$ cat src/rtl/bgpn_pkg.sv
// bgpn_pkg: shared constants, payload structs and state type for the
// block gain peak normalizer
// no dependencies
package bgpn_pkg;

   // block geometry
   localparam int BLOCK_LEN = 64;
   localparam int IDX_W     = (BLOCK_LEN > 1) ? $clog2(BLOCK_LEN) : 1;
   localparam int NUM_BANKS = 2;
   localparam int BANK_W    = 1;
   localparam int RAM_DEPTH = NUM_BANKS * (2 ** IDX_W);
   localparam int BLK_CNT_W = $clog2(NUM_BANKS + 1);

   // descriptor queue between front and back, power of two deep
   localparam int DESC_DEPTH = 2;
   localparam int DPTR_W     = 1;

   // datapath widths
   localparam int SAMPLE_W   = 16;
   localparam int GAIN_W     = 16;
   localparam int SPROD_W    = GAIN_W + SAMPLE_W + 1;   // signed gain*sample
   localparam int PEAK_W     = 32;
   localparam int PROD_W     = GAIN_W + SAMPLE_W;       // unsigned gain*|sample|
   localparam int Q_FRAC     = 8;                       // Q8.8 gain
   localparam int QMAG_W     = PROD_W - Q_FRAC;
   localparam int NORM_SHIFT = 15;                      // 32767 = 2^15 - 1
   localparam int NUM_W      = PROD_W + NORM_SHIFT;
   localparam int QUO_W      = 17;                      // quotient bits below overflow
   localparam int STEP_W     = $clog2(QUO_W + 1);

   localparam logic [GAIN_W-1:0] GAIN_RESET = GAIN_W'(256);

   // clip thresholds in Q8.8
   localparam logic signed [SPROD_W-1:0] CLIP_HI = SPROD_W'(32767 * 256);
   localparam logic signed [SPROD_W-1:0] CLIP_LO = -SPROD_W'(32768 * 256);

   // saturation magnitudes
   localparam logic [QMAG_W-1:0] SAT_POS_MAG = QMAG_W'(32767);
   localparam logic [QMAG_W-1:0] SAT_NEG_MAG = QMAG_W'(32768);

   typedef struct packed {
      logic signed [SAMPLE_W-1:0] sample_in;
      logic                       block_end;
   } req_type;

   typedef struct packed {
      logic signed [SAMPLE_W-1:0] sample_out;
      logic                       clipped;
      logic                       run_end;
   } rsp_type;

   // one closed block, handed from front to back
   typedef struct packed {
      logic [BANK_W-1:0] bank;
      logic [IDX_W-1:0]  last_idx;
      logic              clip;
      logic [PEAK_W-1:0] peak;
      logic [GAIN_W-1:0] gain;
   } desc_type;

   typedef enum logic [2:0] {
      B_IDLE,
      B_READ,
      B_MUL,
      B_CALC,
      B_DIV,
      B_OUT
   } back_state_type;

endpackage

$ cat src/rtl/bgpn_ram.sv
// bgpn_ram: generic simple dual port RAM, one write and one registered read
// no dependencies
module bgpn_ram #(
   parameter int WIDTH = 16,
   parameter int DEPTH = 128
) (
   input  logic                     clock,
   input  logic                     wr_en,
   input  logic [$clog2(DEPTH)-1:0] wr_addr,
   input  logic [WIDTH-1:0]         wr_data,
   input  logic                     rd_en,
   input  logic [$clog2(DEPTH)-1:0] rd_addr,
   output logic [WIDTH-1:0]         rd_data
);

   logic [WIDTH-1:0] mem_ff [DEPTH];
   logic [WIDTH-1:0] rd_data_ff;

   // write port
   always_ff @(posedge clock) begin
      if (wr_en) begin
         mem_ff[wr_addr] <= wr_data;
      end
   end

   // registered read port
   always_ff @(posedge clock) begin
      if (rd_en) begin
         rd_data_ff <= mem_ff[rd_addr];
      end
   end

   assign rd_data = rd_data_ff;

endmodule

$ cat src/rtl/bgpn_front.sv
// bgpn_front: takes samples, writes them to the sample store, tracks clipping
// and the peak, and closes blocks into descriptors; uses bgpn_pkg
module bgpn_front (
   input  logic                          clock,
   input  logic                          reset,
   input  logic                          item_valid,
   input  bgpn_pkg::req_type             item,
   input  logic [bgpn_pkg::GAIN_W-1:0]   gain,
   output logic                          ram_wr_en,
   output logic [bgpn_pkg::BANK_W+bgpn_pkg::IDX_W-1:0] ram_wr_addr,
   output logic [bgpn_pkg::SAMPLE_W-1:0] ram_wr_data,
   output logic                          desc_push,
   output bgpn_pkg::desc_type            desc_data
);

   localparam logic [bgpn_pkg::IDX_W-1:0] IDX_LAST = bgpn_pkg::IDX_W'(bgpn_pkg::BLOCK_LEN - 1);

   logic [bgpn_pkg::IDX_W-1:0]  idx_ff, idx_in;
   logic [bgpn_pkg::BANK_W-1:0] bank_ff, bank_in;
   logic [bgpn_pkg::PEAK_W-1:0] peak_ff, peak_in;
   logic                        clip_ff, clip_in;

   logic signed [bgpn_pkg::SPROD_W-1:0] prod;
   logic signed [bgpn_pkg::SPROD_W-1:0] prod_abs;
   logic [bgpn_pkg::PEAK_W-1:0]         mag;
   logic                                hit;
   logic [bgpn_pkg::PEAK_W-1:0]         peak_new;
   logic                                clip_new;
   logic                                close;

   // scale and classify the incoming sample
   always_comb begin
      prod     = $signed({1'b0, gain}) * item.sample_in;
      hit      = (prod > bgpn_pkg::CLIP_HI) || (prod < bgpn_pkg::CLIP_LO);
      prod_abs = prod[bgpn_pkg::SPROD_W-1] ? -prod : prod;
      mag      = prod_abs[bgpn_pkg::PEAK_W-1:0];
      peak_new = (hit && (mag > peak_ff)) ? mag : peak_ff;
      clip_new = clip_ff | hit;
      close    = item_valid && (item.block_end || (idx_ff == IDX_LAST));
   end

   // store write and descriptor
   always_comb begin
      ram_wr_en          = item_valid;
      ram_wr_addr        = {bank_ff, idx_ff};
      ram_wr_data        = item.sample_in;
      desc_push          = close;
      desc_data.bank     = bank_ff;
      desc_data.last_idx = idx_ff;
      desc_data.clip     = clip_new;
      desc_data.peak     = peak_new;
      desc_data.gain     = gain;
   end

   // block accumulation state
   always_comb begin
      idx_in  = idx_ff;
      bank_in = bank_ff;
      peak_in = peak_ff;
      clip_in = clip_ff;
      if (item_valid) begin
         if (close) begin
            idx_in  = '0;
            bank_in = bank_ff + bgpn_pkg::BANK_W'(1);
            peak_in = '0;
            clip_in = 1'b0;
         end else begin
            idx_in  = idx_ff + bgpn_pkg::IDX_W'(1);
            peak_in = peak_new;
            clip_in = clip_new;
         end
      end
   end

   always_ff @(posedge clock) begin
      if (reset) begin
         idx_ff  <= '0;
         bank_ff <= '0;
         peak_ff <= '0;
         clip_ff <= 1'b0;
      end else begin
         idx_ff  <= idx_in;
         bank_ff <= bank_in;
         peak_ff <= peak_in;
         clip_ff <= clip_in;
      end
   end

endmodule

$ cat src/rtl/bgpn_desc_fifo.sv
// bgpn_desc_fifo: short queue of closed block descriptors between front and back
// uses bgpn_pkg
module bgpn_desc_fifo (
   input  logic               clock,
   input  logic               reset,
   input  logic               push,
   input  bgpn_pkg::desc_type push_data,
   input  logic               pop,
   output bgpn_pkg::desc_type pop_data,
   output logic               fifo_empty,
   output logic               fifo_full
);

   bgpn_pkg::desc_type              slot_ff [bgpn_pkg::DESC_DEPTH];
   logic [bgpn_pkg::DPTR_W-1:0]     wr_ptr_ff, wr_ptr_in;
   logic [bgpn_pkg::DPTR_W-1:0]     rd_ptr_ff, rd_ptr_in;
   logic [bgpn_pkg::DPTR_W:0]       cnt_ff, cnt_in;
   logic                            do_push;
   logic                            do_pop;

   // flags and pointer updates
   always_comb begin
      fifo_empty = (cnt_ff == '0);
      fifo_full  = (cnt_ff == (bgpn_pkg::DPTR_W+1)'(bgpn_pkg::DESC_DEPTH));
      do_push    = push && !fifo_full;
      do_pop     = pop && !fifo_empty;
      wr_ptr_in  = do_push ? wr_ptr_ff + bgpn_pkg::DPTR_W'(1) : wr_ptr_ff;
      rd_ptr_in  = do_pop ? rd_ptr_ff + bgpn_pkg::DPTR_W'(1) : rd_ptr_ff;
      cnt_in     = cnt_ff + (bgpn_pkg::DPTR_W+1)'(do_push) - (bgpn_pkg::DPTR_W+1)'(do_pop);
      pop_data   = slot_ff[rd_ptr_ff];
   end

   always_ff @(posedge clock) begin
      if (reset) begin
         wr_ptr_ff <= '0;
         rd_ptr_ff <= '0;
         cnt_ff    <= '0;
      end else begin
         wr_ptr_ff <= wr_ptr_in;
         rd_ptr_ff <= rd_ptr_in;
         cnt_ff    <= cnt_in;
      end
   end

   // entry storage
   always_ff @(posedge clock) begin
      if (do_push) begin
         slot_ff[wr_ptr_ff] <= push_data;
      end
   end

endmodule

$ cat src/rtl/bgpn_back.sv
// bgpn_back: reads a closed block back from the sample store, rescales each
// sample (shift, clamp or 17-step divide by peak) and holds the output item
// uses bgpn_pkg
module bgpn_back (
   input  logic                          clock,
   input  logic                          reset,
   input  logic                          desc_empty,
   input  bgpn_pkg::desc_type            desc_data,
   output logic                          desc_pop,
   output logic                          ram_rd_en,
   output logic [bgpn_pkg::BANK_W+bgpn_pkg::IDX_W-1:0] ram_rd_addr,
   input  logic [bgpn_pkg::SAMPLE_W-1:0] ram_rd_data,
   output logic                          bank_release,
   output bgpn_pkg::rsp_type             rsp_data,
   output logic                          empty,
   input  logic                          pop
);

   bgpn_pkg::back_state_type state_ff, state_in;
   bgpn_pkg::desc_type       cur_ff, cur_in;
   logic [bgpn_pkg::IDX_W-1:0]    k_ff, k_in;
   logic                          neg_ff, neg_in;
   logic [bgpn_pkg::PROD_W-1:0]   prod_ff, prod_in;
   logic [bgpn_pkg::PEAK_W-1:0]   rem_ff, rem_in;
   logic [bgpn_pkg::QUO_W-1:0]    nsh_ff, nsh_in;
   logic [bgpn_pkg::QUO_W-1:0]    quo_ff, quo_in;
   logic [bgpn_pkg::STEP_W-1:0]   step_ff, step_in;
   logic [bgpn_pkg::SAMPLE_W-1:0] res_ff, res_in;
   logic                          out_valid_ff, out_valid_in;
   bgpn_pkg::rsp_type             out_ff, out_in;

   logic [bgpn_pkg::SAMPLE_W-1:0] smag;
   logic [bgpn_pkg::NUM_W-1:0]    num;
   logic [bgpn_pkg::PEAK_W-1:0]   num_hi;
   logic                          ovf;
   logic [bgpn_pkg::PEAK_W:0]     rem2;
   logic [bgpn_pkg::PEAK_W:0]     diff;
   logic                          ge;
   logic [bgpn_pkg::QUO_W-1:0]    quo_next;
   logic                          is_last;

   // signed saturation of a magnitude, forced to the limit on overflow
   function automatic logic [bgpn_pkg::SAMPLE_W-1:0] sat_sample(
      input logic                        neg,
      input logic                        force_lim,
      input logic [bgpn_pkg::QMAG_W-1:0] q
   );
      logic [bgpn_pkg::QMAG_W-1:0] lim;
      logic [bgpn_pkg::QMAG_W-1:0] m;
      lim = neg ? bgpn_pkg::SAT_NEG_MAG : bgpn_pkg::SAT_POS_MAG;
      m   = (force_lim || (q > lim)) ? lim : q;
      return neg ? -m[bgpn_pkg::SAMPLE_W-1:0] : m[bgpn_pkg::SAMPLE_W-1:0];
   endfunction

   // datapath terms shared by the states
   always_comb begin
      smag     = ram_rd_data[bgpn_pkg::SAMPLE_W-1] ? -ram_rd_data : ram_rd_data;
      num      = {prod_ff, bgpn_pkg::NORM_SHIFT'(0)} - bgpn_pkg::NUM_W'(prod_ff);
      num_hi   = bgpn_pkg::PEAK_W'(num[bgpn_pkg::NUM_W-1:bgpn_pkg::QUO_W]);
      ovf      = (num_hi >= cur_ff.peak);
      rem2     = {rem_ff, nsh_ff[bgpn_pkg::QUO_W-1]};
      diff     = rem2 - {1'b0, cur_ff.peak};
      ge       = (rem2 >= {1'b0, cur_ff.peak});
      quo_next = {quo_ff[bgpn_pkg::QUO_W-2:0], ge};
      is_last  = (k_ff == cur_ff.last_idx);
   end

   // sequencer: next state and outputs
   always_comb begin
      state_in     = state_ff;
      cur_in       = cur_ff;
      k_in         = k_ff;
      neg_in       = neg_ff;
      prod_in      = prod_ff;
      rem_in       = rem_ff;
      nsh_in       = nsh_ff;
      quo_in       = quo_ff;
      step_in      = step_ff;
      res_in       = res_ff;
      out_in       = out_ff;
      out_valid_in = out_valid_ff && !pop;
      desc_pop     = 1'b0;
      ram_rd_en    = 1'b0;
      ram_rd_addr  = {cur_ff.bank, k_ff};
      bank_release = 1'b0;

      unique case (state_ff)
         bgpn_pkg::B_IDLE: begin
            if (!desc_empty) begin
               desc_pop = 1'b1;
               cur_in   = desc_data;
               k_in     = '0;
               state_in = bgpn_pkg::B_READ;
            end
         end
         bgpn_pkg::B_READ: begin
            // bank is free once its last entry has been read
            ram_rd_en    = 1'b1;
            bank_release = is_last;
            state_in     = bgpn_pkg::B_MUL;
         end
         bgpn_pkg::B_MUL: begin
            neg_in   = ram_rd_data[bgpn_pkg::SAMPLE_W-1];
            prod_in  = cur_ff.gain * smag;
            state_in = bgpn_pkg::B_CALC;
         end
         bgpn_pkg::B_CALC: begin
            if (!cur_ff.clip) begin
               res_in   = sat_sample(neg_ff, 1'b0, prod_ff[bgpn_pkg::PROD_W-1:bgpn_pkg::Q_FRAC]);
               state_in = bgpn_pkg::B_OUT;
            end else if (ovf) begin
               res_in   = sat_sample(neg_ff, 1'b1, '0);
               state_in = bgpn_pkg::B_OUT;
            end else begin
               rem_in   = num_hi;
               nsh_in   = num[bgpn_pkg::QUO_W-1:0];
               quo_in   = '0;
               step_in  = '0;
               state_in = bgpn_pkg::B_DIV;
            end
         end
         bgpn_pkg::B_DIV: begin
            // restoring division, one quotient bit per cycle
            rem_in  = ge ? diff[bgpn_pkg::PEAK_W-1:0] : rem2[bgpn_pkg::PEAK_W-1:0];
            nsh_in  = {nsh_ff[bgpn_pkg::QUO_W-2:0], 1'b0};
            quo_in  = quo_next;
            step_in = step_ff + bgpn_pkg::STEP_W'(1);
            if (step_ff == bgpn_pkg::STEP_W'(bgpn_pkg::QUO_W - 1)) begin
               res_in   = sat_sample(neg_ff, 1'b0, bgpn_pkg::QMAG_W'(quo_next));
               state_in = bgpn_pkg::B_OUT;
            end
         end
         bgpn_pkg::B_OUT: begin
            if (!out_valid_ff || pop) begin
               out_valid_in      = 1'b1;
               out_in.sample_out = res_ff;
               out_in.clipped    = cur_ff.clip;
               out_in.run_end    = is_last;
               if (is_last) begin
                  state_in = bgpn_pkg::B_IDLE;
               end else begin
                  k_in     = k_ff + bgpn_pkg::IDX_W'(1);
                  state_in = bgpn_pkg::B_READ;
               end
            end
         end
         default: begin
            state_in = bgpn_pkg::B_IDLE;
         end
      endcase
   end

   // control registers
   always_ff @(posedge clock) begin
      if (reset) begin
         state_ff     <= bgpn_pkg::B_IDLE;
         out_valid_ff <= 1'b0;
      end else begin
         state_ff     <= state_in;
         out_valid_ff <= out_valid_in;
      end
   end

   // datapath registers
   always_ff @(posedge clock) begin
      cur_ff  <= cur_in;
      k_ff    <= k_in;
      neg_ff  <= neg_in;
      prod_ff <= prod_in;
      rem_ff  <= rem_in;
      nsh_ff  <= nsh_in;
      quo_ff  <= quo_in;
      step_ff <= step_in;
      res_ff  <= res_in;
      out_ff  <= out_in;
   end

   assign rsp_data = out_ff;
   assign empty    = !out_valid_ff;

endmodule

$ cat src/rtl/block_gain_peak_normalizer_top.sv
// block_gain_peak_normalizer_top: top level of the block gain peak normalizer
// depends on bgpn_pkg, bgpn_ram, bgpn_front, bgpn_desc_fifo, bgpn_back
//
//   channel  ports                      direction  payload
//   request  push, full, req_data       in         req_type (sample_in, block_end)
//   response empty, pop, rsp_data       out        rsp_type (sample_out, clipped, run_end)
//   csr      csr_we, csr_wdata          in         gain, Q8.8, resets to 256
//
// loading accepts one sample per cycle while full is low; a block closes on block_end
// or at 64 samples; emission steps each sample through read, multiply, scale and
// output, with the 17-step divider in the back end between scale and output when the
// block clipped (a sample past full scale skips the divide); idle follows each block
// two store banks: the front loads one block while the back emits the other;
// full rises while both banks hold closed blocks, and a stalled pop holds the back
// reset is synchronous, no clearing pass; gain returns to unity
module block_gain_peak_normalizer_top (
   input  logic                        clock,
   input  logic                        reset,
   input  logic                        push,
   output logic                        full,
   input  bgpn_pkg::req_type           req_data,
   output logic                        empty,
   input  logic                        pop,
   output bgpn_pkg::rsp_type           rsp_data,
   input  logic                        csr_we,
   input  logic [bgpn_pkg::GAIN_W-1:0] csr_wdata
);

   localparam int ADDR_W = bgpn_pkg::BANK_W + bgpn_pkg::IDX_W;

   logic [bgpn_pkg::GAIN_W-1:0]    gain_ff, gain_in;
   logic [bgpn_pkg::BLK_CNT_W-1:0] blk_cnt_ff, blk_cnt_in;
   logic                           item_valid;

   logic                           ram_wr_en;
   logic [ADDR_W-1:0]              ram_wr_addr;
   logic [bgpn_pkg::SAMPLE_W-1:0]  ram_wr_data;
   logic                           ram_rd_en;
   logic [ADDR_W-1:0]              ram_rd_addr;
   logic [bgpn_pkg::SAMPLE_W-1:0]  ram_rd_data;

   logic                           desc_push;
   bgpn_pkg::desc_type             desc_in_data;
   logic                           desc_pop;
   bgpn_pkg::desc_type             desc_out_data;
   logic                           desc_empty;
   logic                           desc_full;
   logic                           bank_release;

   // gain register
   always_comb begin
      gain_in = csr_we ? csr_wdata : gain_ff;
   end

   // count of closed blocks still holding a bank
   always_comb begin
      item_valid = push && !full;
      full       = (blk_cnt_ff == bgpn_pkg::BLK_CNT_W'(bgpn_pkg::NUM_BANKS));
      blk_cnt_in = blk_cnt_ff + bgpn_pkg::BLK_CNT_W'(desc_push)
                 - bgpn_pkg::BLK_CNT_W'(bank_release);
   end

   always_ff @(posedge clock) begin
      if (reset) begin
         gain_ff    <= bgpn_pkg::GAIN_RESET;
         blk_cnt_ff <= '0;
      end else begin
         gain_ff    <= gain_in;
         blk_cnt_ff <= blk_cnt_in;
      end
   end

   bgpn_ram #(
      .WIDTH (bgpn_pkg::SAMPLE_W),
      .DEPTH (bgpn_pkg::RAM_DEPTH)
   ) u_store (
      .clock   (clock),
      .wr_en   (ram_wr_en),
      .wr_addr (ram_wr_addr),
      .wr_data (ram_wr_data),
      .rd_en   (ram_rd_en),
      .rd_addr (ram_rd_addr),
      .rd_data (ram_rd_data)
   );

   bgpn_front u_front (
      .clock       (clock),
      .reset       (reset),
      .item_valid  (item_valid),
      .item        (req_data),
      .gain        (gain_ff),
      .ram_wr_en   (ram_wr_en),
      .ram_wr_addr (ram_wr_addr),
      .ram_wr_data (ram_wr_data),
      .desc_push   (desc_push),
      .desc_data   (desc_in_data)
   );

   bgpn_desc_fifo u_desc_fifo (
      .clock      (clock),
      .reset      (reset),
      .push       (desc_push),
      .push_data  (desc_in_data),
      .pop        (desc_pop),
      .pop_data   (desc_out_data),
      .fifo_empty (desc_empty),
      .fifo_full  (desc_full)
   );

   bgpn_back u_back (
      .clock        (clock),
      .reset        (reset),
      .desc_empty   (desc_empty),
      .desc_data    (desc_out_data),
      .desc_pop     (desc_pop),
      .ram_rd_en    (ram_rd_en),
      .ram_rd_addr  (ram_rd_addr),
      .ram_rd_data  (ram_rd_data),
      .bank_release (bank_release),
      .rsp_data     (rsp_data),
      .empty        (empty),
      .pop          (pop)
   );

`ifndef NO_ASSERTIONS
   // never more closed blocks than banks
   a_blk_cnt_bound: assert property (@(posedge clock) disable iff (reset)
      blk_cnt_ff <= bgpn_pkg::BLK_CNT_W'(bgpn_pkg::NUM_BANKS))
      else $error("more closed blocks than store banks");

   // a closed block always finds room in the descriptor queue
   a_desc_room: assert property (@(posedge clock) disable iff (reset)
      desc_push |-> !desc_full)
      else $error("descriptor pushed into a full queue");

   // a bank is released only while a closed block holds one
   a_release_held: assert property (@(posedge clock) disable iff (reset)
      bank_release |-> (blk_cnt_ff != '0))
      else $error("bank released with no block outstanding");

   // the back end takes a descriptor only when one is waiting
   a_desc_pop: assert property (@(posedge clock) disable iff (reset)
      desc_pop |-> !desc_empty)
      else $error("descriptor taken from an empty queue");
`endif

endmodule

$ cat config.mk
export PLATFORM = sky130hd
export DESIGN_NAME = block_gain_peak_normalizer_top
export DESIGN_NICKNAME = d
export VERILOG_FILES = /design/src/rtl/bgpn_pkg.sv /design/src/rtl/bgpn_ram.sv /design/src/rtl/bgpn_front.sv /design/src/rtl/bgpn_desc_fifo.sv /design/src/rtl/bgpn_back.sv /design/src/rtl/block_gain_peak_normalizer_top.sv
export SDC_FILE = /design/constraint.sdc
export NUM_CORES = 2
export LEC_CHECK = 0
export ABC_AREA = 1
export BUFFER_PORTS_ARGS = -buffer_cell sky130_fd_sc_hd__buf_4
export CAP_MARGIN = 10
export CORE_MARGIN = 5
export CORE_UTILIZATION = 40
export DETAILED_ROUTE_END_ITERATION = 8
export HOLD_SLACK_MARGIN = 0.08
export SYNTH_ARGS = -nofsm -noshare
export SYNTH_HDL_FRONTEND = slang
export SYNTH_SLANG_ARGS = --single-unit
$ cat constraint.sdc
create_clock -name clock -period 20.2 [get_ports clock]
set_clock_uncertainty 0.05 [all_clocks]
set_input_delay 4.04 -clock clock [delete_from_list [all_inputs] [get_ports clock]]
set_output_delay 4.04 -clock clock [all_outputs]
set_load 0.1 [all_outputs]
==> results.py <==
metrics = {
    "setup_path": {
        "arrival_ns": 13.42,
        "cpPeakStageDelay_ns": 0.84,
        "crit_required_ns": 20.92,
        "worstSetupEndpoint": "u_front.peak_ff[11]",
        "ff2ff_path_depth": 34,
        "cp_common_cell": "nand2_1",
        "reg2reg_slack_ns": 10.42,
        "critical_path_class": "in -> reg",
        "r2r_start": "gain_ff[11]",
        "cp-start-kind": "primary input",
        "cp-end-kind": "flop",
        "timing.rr.end": "u_front.peak_ff[11]",
        "worstPathMaxFanout": 54,
        "startpoint": "req_data[5]",
        "slowest_stage": "nand4_2",
    },
    "clock_network": {
        "cts_resized": 0,
        "clk_latency_ns": 0.91,
        "root_buffer": "clkbuf_16",
        "post_cts_buffers": 0,
        "clock-sinks": 2441,
        "clk_pin_slew_ns": 0.06,
        "cts_made_buffers": 265,
        "clk_path_buf_depth": 4,
        "tritoncts": "built",
        "hold_buffers": 0,
        "h-tree-depth": 5,
    },
    "logic_synthesis": {
        "synth.distinct_cells": 56,
        "syn_inst": 11200,
        "postSynthAreaPerCell_sq_um": 10.8,
        "ys_async_sr_fraction": 0,
        "synthFlopType": "edfxtp_1",
        "syn_nets": 12000,
        "synth_edf_count": 2375,
        "ys_seq_area_frac": 0.599,
        "ys_seq_elements": 2441,
        "yosysWarnings": 0,
        "synthesis.area_sq_mm": 0.121,
    },
    "sta": {
        "slew_headroom": 0.150,
        "timing.fmax_mhz": 78.8,
        "rsz0062_at_grt": "false",
        "slew_violations": 0,
        "period_needed_ns": 12.70,
        "worstMarginPinSlew_ns": 1.27,
        "timing.final.crit_share": 0.629,
        "setup-tns-final_ns": 0,
        "hold_viol": 0,
        "setup_viol": 0,
    },
    "floorplanning": {
        "initial_core_util": 0.401,
        "ioPinCount": 58,
        "die_y_um": 561,
        "dieArea_sq_mm": 0.314,
        "die_x_um": 561,
        "core_area_sq_mm": 0.302,
        "rows": 202,
    },
    "route": {
        "ant_nets": 0,
        "vias_per_cell": 5.57,
        "wl_per_cell_um": 23.4,
        "wirelength_um": 359000,
        "drt_iter0_drc": 9110,
        "dr_total_vias": 85400,
        "route.detailed.drc": 0,
        "first_pass_iters": 6,
    },
    "job": {
        "drv_cap": 0,
    },
    "grt": {
        "grt_use_total": 0.223,
        "overflow": 0,
        "antenna_found_initial": 13,
        "grt_first_pass_wirelength_um": 537000,
        "met2_usage": 0.361,
        "busiest_layer": "met2",
        "grt_start_max_net_pins": 174,
        "grt_pass1_vias": 84300,
        "grt_util_met3": 0.0353,
        "grt_util_met1": 0.302,
    },
    "layout": {
        "seq_area_sq_mm": 0.0726,
        "drive_gt1_frac": 0.0655,
        "area_growth_pct": 11.4,
        "multi_input_area_sq_mm": 0.0422,
        "num-fill-cells": 27800,
        "final_nets": 12000,
    },
    "placed_design": {
        "gp_congestion": 0.905,
        "hpwl_um": 223000,
        "port_buffers": 57,
    },
    "worst_hold_path": {
        "hold_path_depth": 0,
        "hold_class": "reg -> reg",
    },
    "status": {
        "status": "finished, final reports clean",
    },
}
-- through the flow --
step | instance area, sq um | hold WS (ns) | std cells | worst slack, ns | util
CTS | 135000 | 0.369 | 15300 | 7.51 | 0.447
detailed placement | 127000 | 0.356 | 14900 | 6.63 | 0.419
floorplan | 121000 | 0.350 | 11200 | 8.72 | -
global route | 135000 | 0.375 | 15300 | 6.84 | 0.447
finish | 135000 | 0.367 | 15300 | 7.50 | 0.447
global placement | 127000 | 0.354 | 14900 | 6.59 | 0.419
-- registers in the layout, indices dropped and copies added (netlist names), 17 cells and up --
register	count
u_back.rsp_data	18
u_back.rem_ff	32
u_desc_fifo.slot_ff	112
u_back.prod_ff	32
u_store.mem_ff	2048
u_back.cur_ff	55
u_front.peak_ff	32
u_back.nsh_ff	17
-- final cells by class --
class / count / share of cell area
clock inverters: 147 / 0.0116
flip-flops and latches: 2441 / 0.538
clock buffers: 319 / 0.0513
inverters: 1122 / 0.0313
multi-input cells: 7014 / 0.312
repair buffers: 314 / 0.0189
diodes: 8 / 0.000148
well taps: 3978 / 0.0368
-- cells in the mapped netlist, drive strengths merged (2+ instances only) --
master / instances / share of area
nand2: 1679 / 0.052
o31ai: 2 / 0.00012
a31oi: 52 / 0.0027
xnor2: 39 / 0.0028
o21bai: 8 / 0.00050
ha: 382 / 0.039
o21a: 11 / 0.00068
inv: 1112 / 0.034
nor2: 1630 / 0.051
a211oi: 2 / 0.00012
dfxtp: 66 / 0.011
nor3: 48 / 0.0021
o211ai: 71 / 0.0044
nand4: 110 / 0.0057
buf: 46 / 0.0018
nand3b: 11 / 0.00068
and3: 2 / 0.00010
clkbuf: 561 / 0.017
nand3: 364 / 0.015
xor2: 96 / 0.0070
a21o: 2 / 0.00012
a21oi: 291 / 0.012
nor4: 17 / 0.00088
a21boi: 7 / 0.00043
nor3b: 3 / 0.00019
fa: 389 / 0.064
clkinv: 10 / 0.00031
a221oi: 6 / 0.00043
o221ai: 204 / 0.015
o21ai: 1208 / 0.050
o22ai: 315 / 0.016
or2: 20 / 0.0010
and2: 38 / 0.0020
edfxtp: 2375 / 0.59
-- worst max-delay path: cells and delay by family --
family          cells  cell delay (ns)
compound gates      1             0.15
xor+xnor            2             0.51
fa+ha+maj           8             3.54
buf+inv             9             1.35
simple gates       18             3.72
-- worst min-delay path by stage --
stage,to,startpoint,slack (ns)
after floorplan,u_back.rsp_data[10],u_back.res_ff[8],0.35
after global placement,u_back.rsp_data[14],u_back.res_ff[12],0.35
after detailed placement,u_back.rsp_data[12],u_back.res_ff[10],0.36
after CTS,u_back.rsp_data[12],u_back.res_ff[10],0.37
after global routing,u_back.rsp_data[6],u_back.res_ff[4],0.38
final,u_back.rsp_data[12],u_back.res_ff[10],0.37
-- cell usage in the layout, fill, tap and decap left out, types with 10 or more instances in the layout --
cell type  Yosys  final
o21a_1        11     11
bufinv_16      0     19
clkinv_2       0     42
a31oi_1       52     52
buf_6          3     16
xnor2_1       39     39
and2_1        38     38
xor2_1        95     94
clkinv_16      0     10
o22ai_1      315    315
o221ai_1     204    204
o21ai_0     1202   1201
nand3b_1      11     11
clkbuf_16      0    269
or2_2         19     19
ha_1         382    382
buf_12         0     11
o211ai_1      70     70
nor3_1        46     43
nand3_1      362    361
a21oi_1      291    290
edfxtp_1    2375   2375
inv_1       1108   1105
dfxtp_1       66     65
buf_4          0    287
nand2_1     1672   1671
clkbuf_1     561     49
clkinv_1      10     65
fa_1         389    389
nand4_1      109    109
nor4_1        17     14
nor2_1      1624   1617
-- per-layer routing --
layer / up-vias / part of all wire
li1: 38700 / -
met1: 42500 / 0.41
met2: 3558 / 0.47
met3: 685 / 0.079
met4: 4 / 0.040
met5: - / 0.000075
-- kinds of logic (layout without fill, tap and decap cells) --
| logic type | after synthesis | count (layout) | synth area share |
|---|---|---|---|
| adders and majority gates | 771 | 771 | 0.104 |
| buffers and inverters | 1729 | 1902 | 0.0539 |
| and+or+nand+nor | 3923 | 3923 | 0.131 |
| AOI/OAI and AO/OA | 2185 | 2185 | 0.103 |
| DFF | 2441 | 2441 | 0.599 |
| xor gates and xnor gates | 135 | 135 | 0.00982 |
| other | 0 | 8 | 0 |
Power is left out: the tool's default activity adds up to more than one toggle a clock period on the data nets, which glitch-free logic cannot reach.
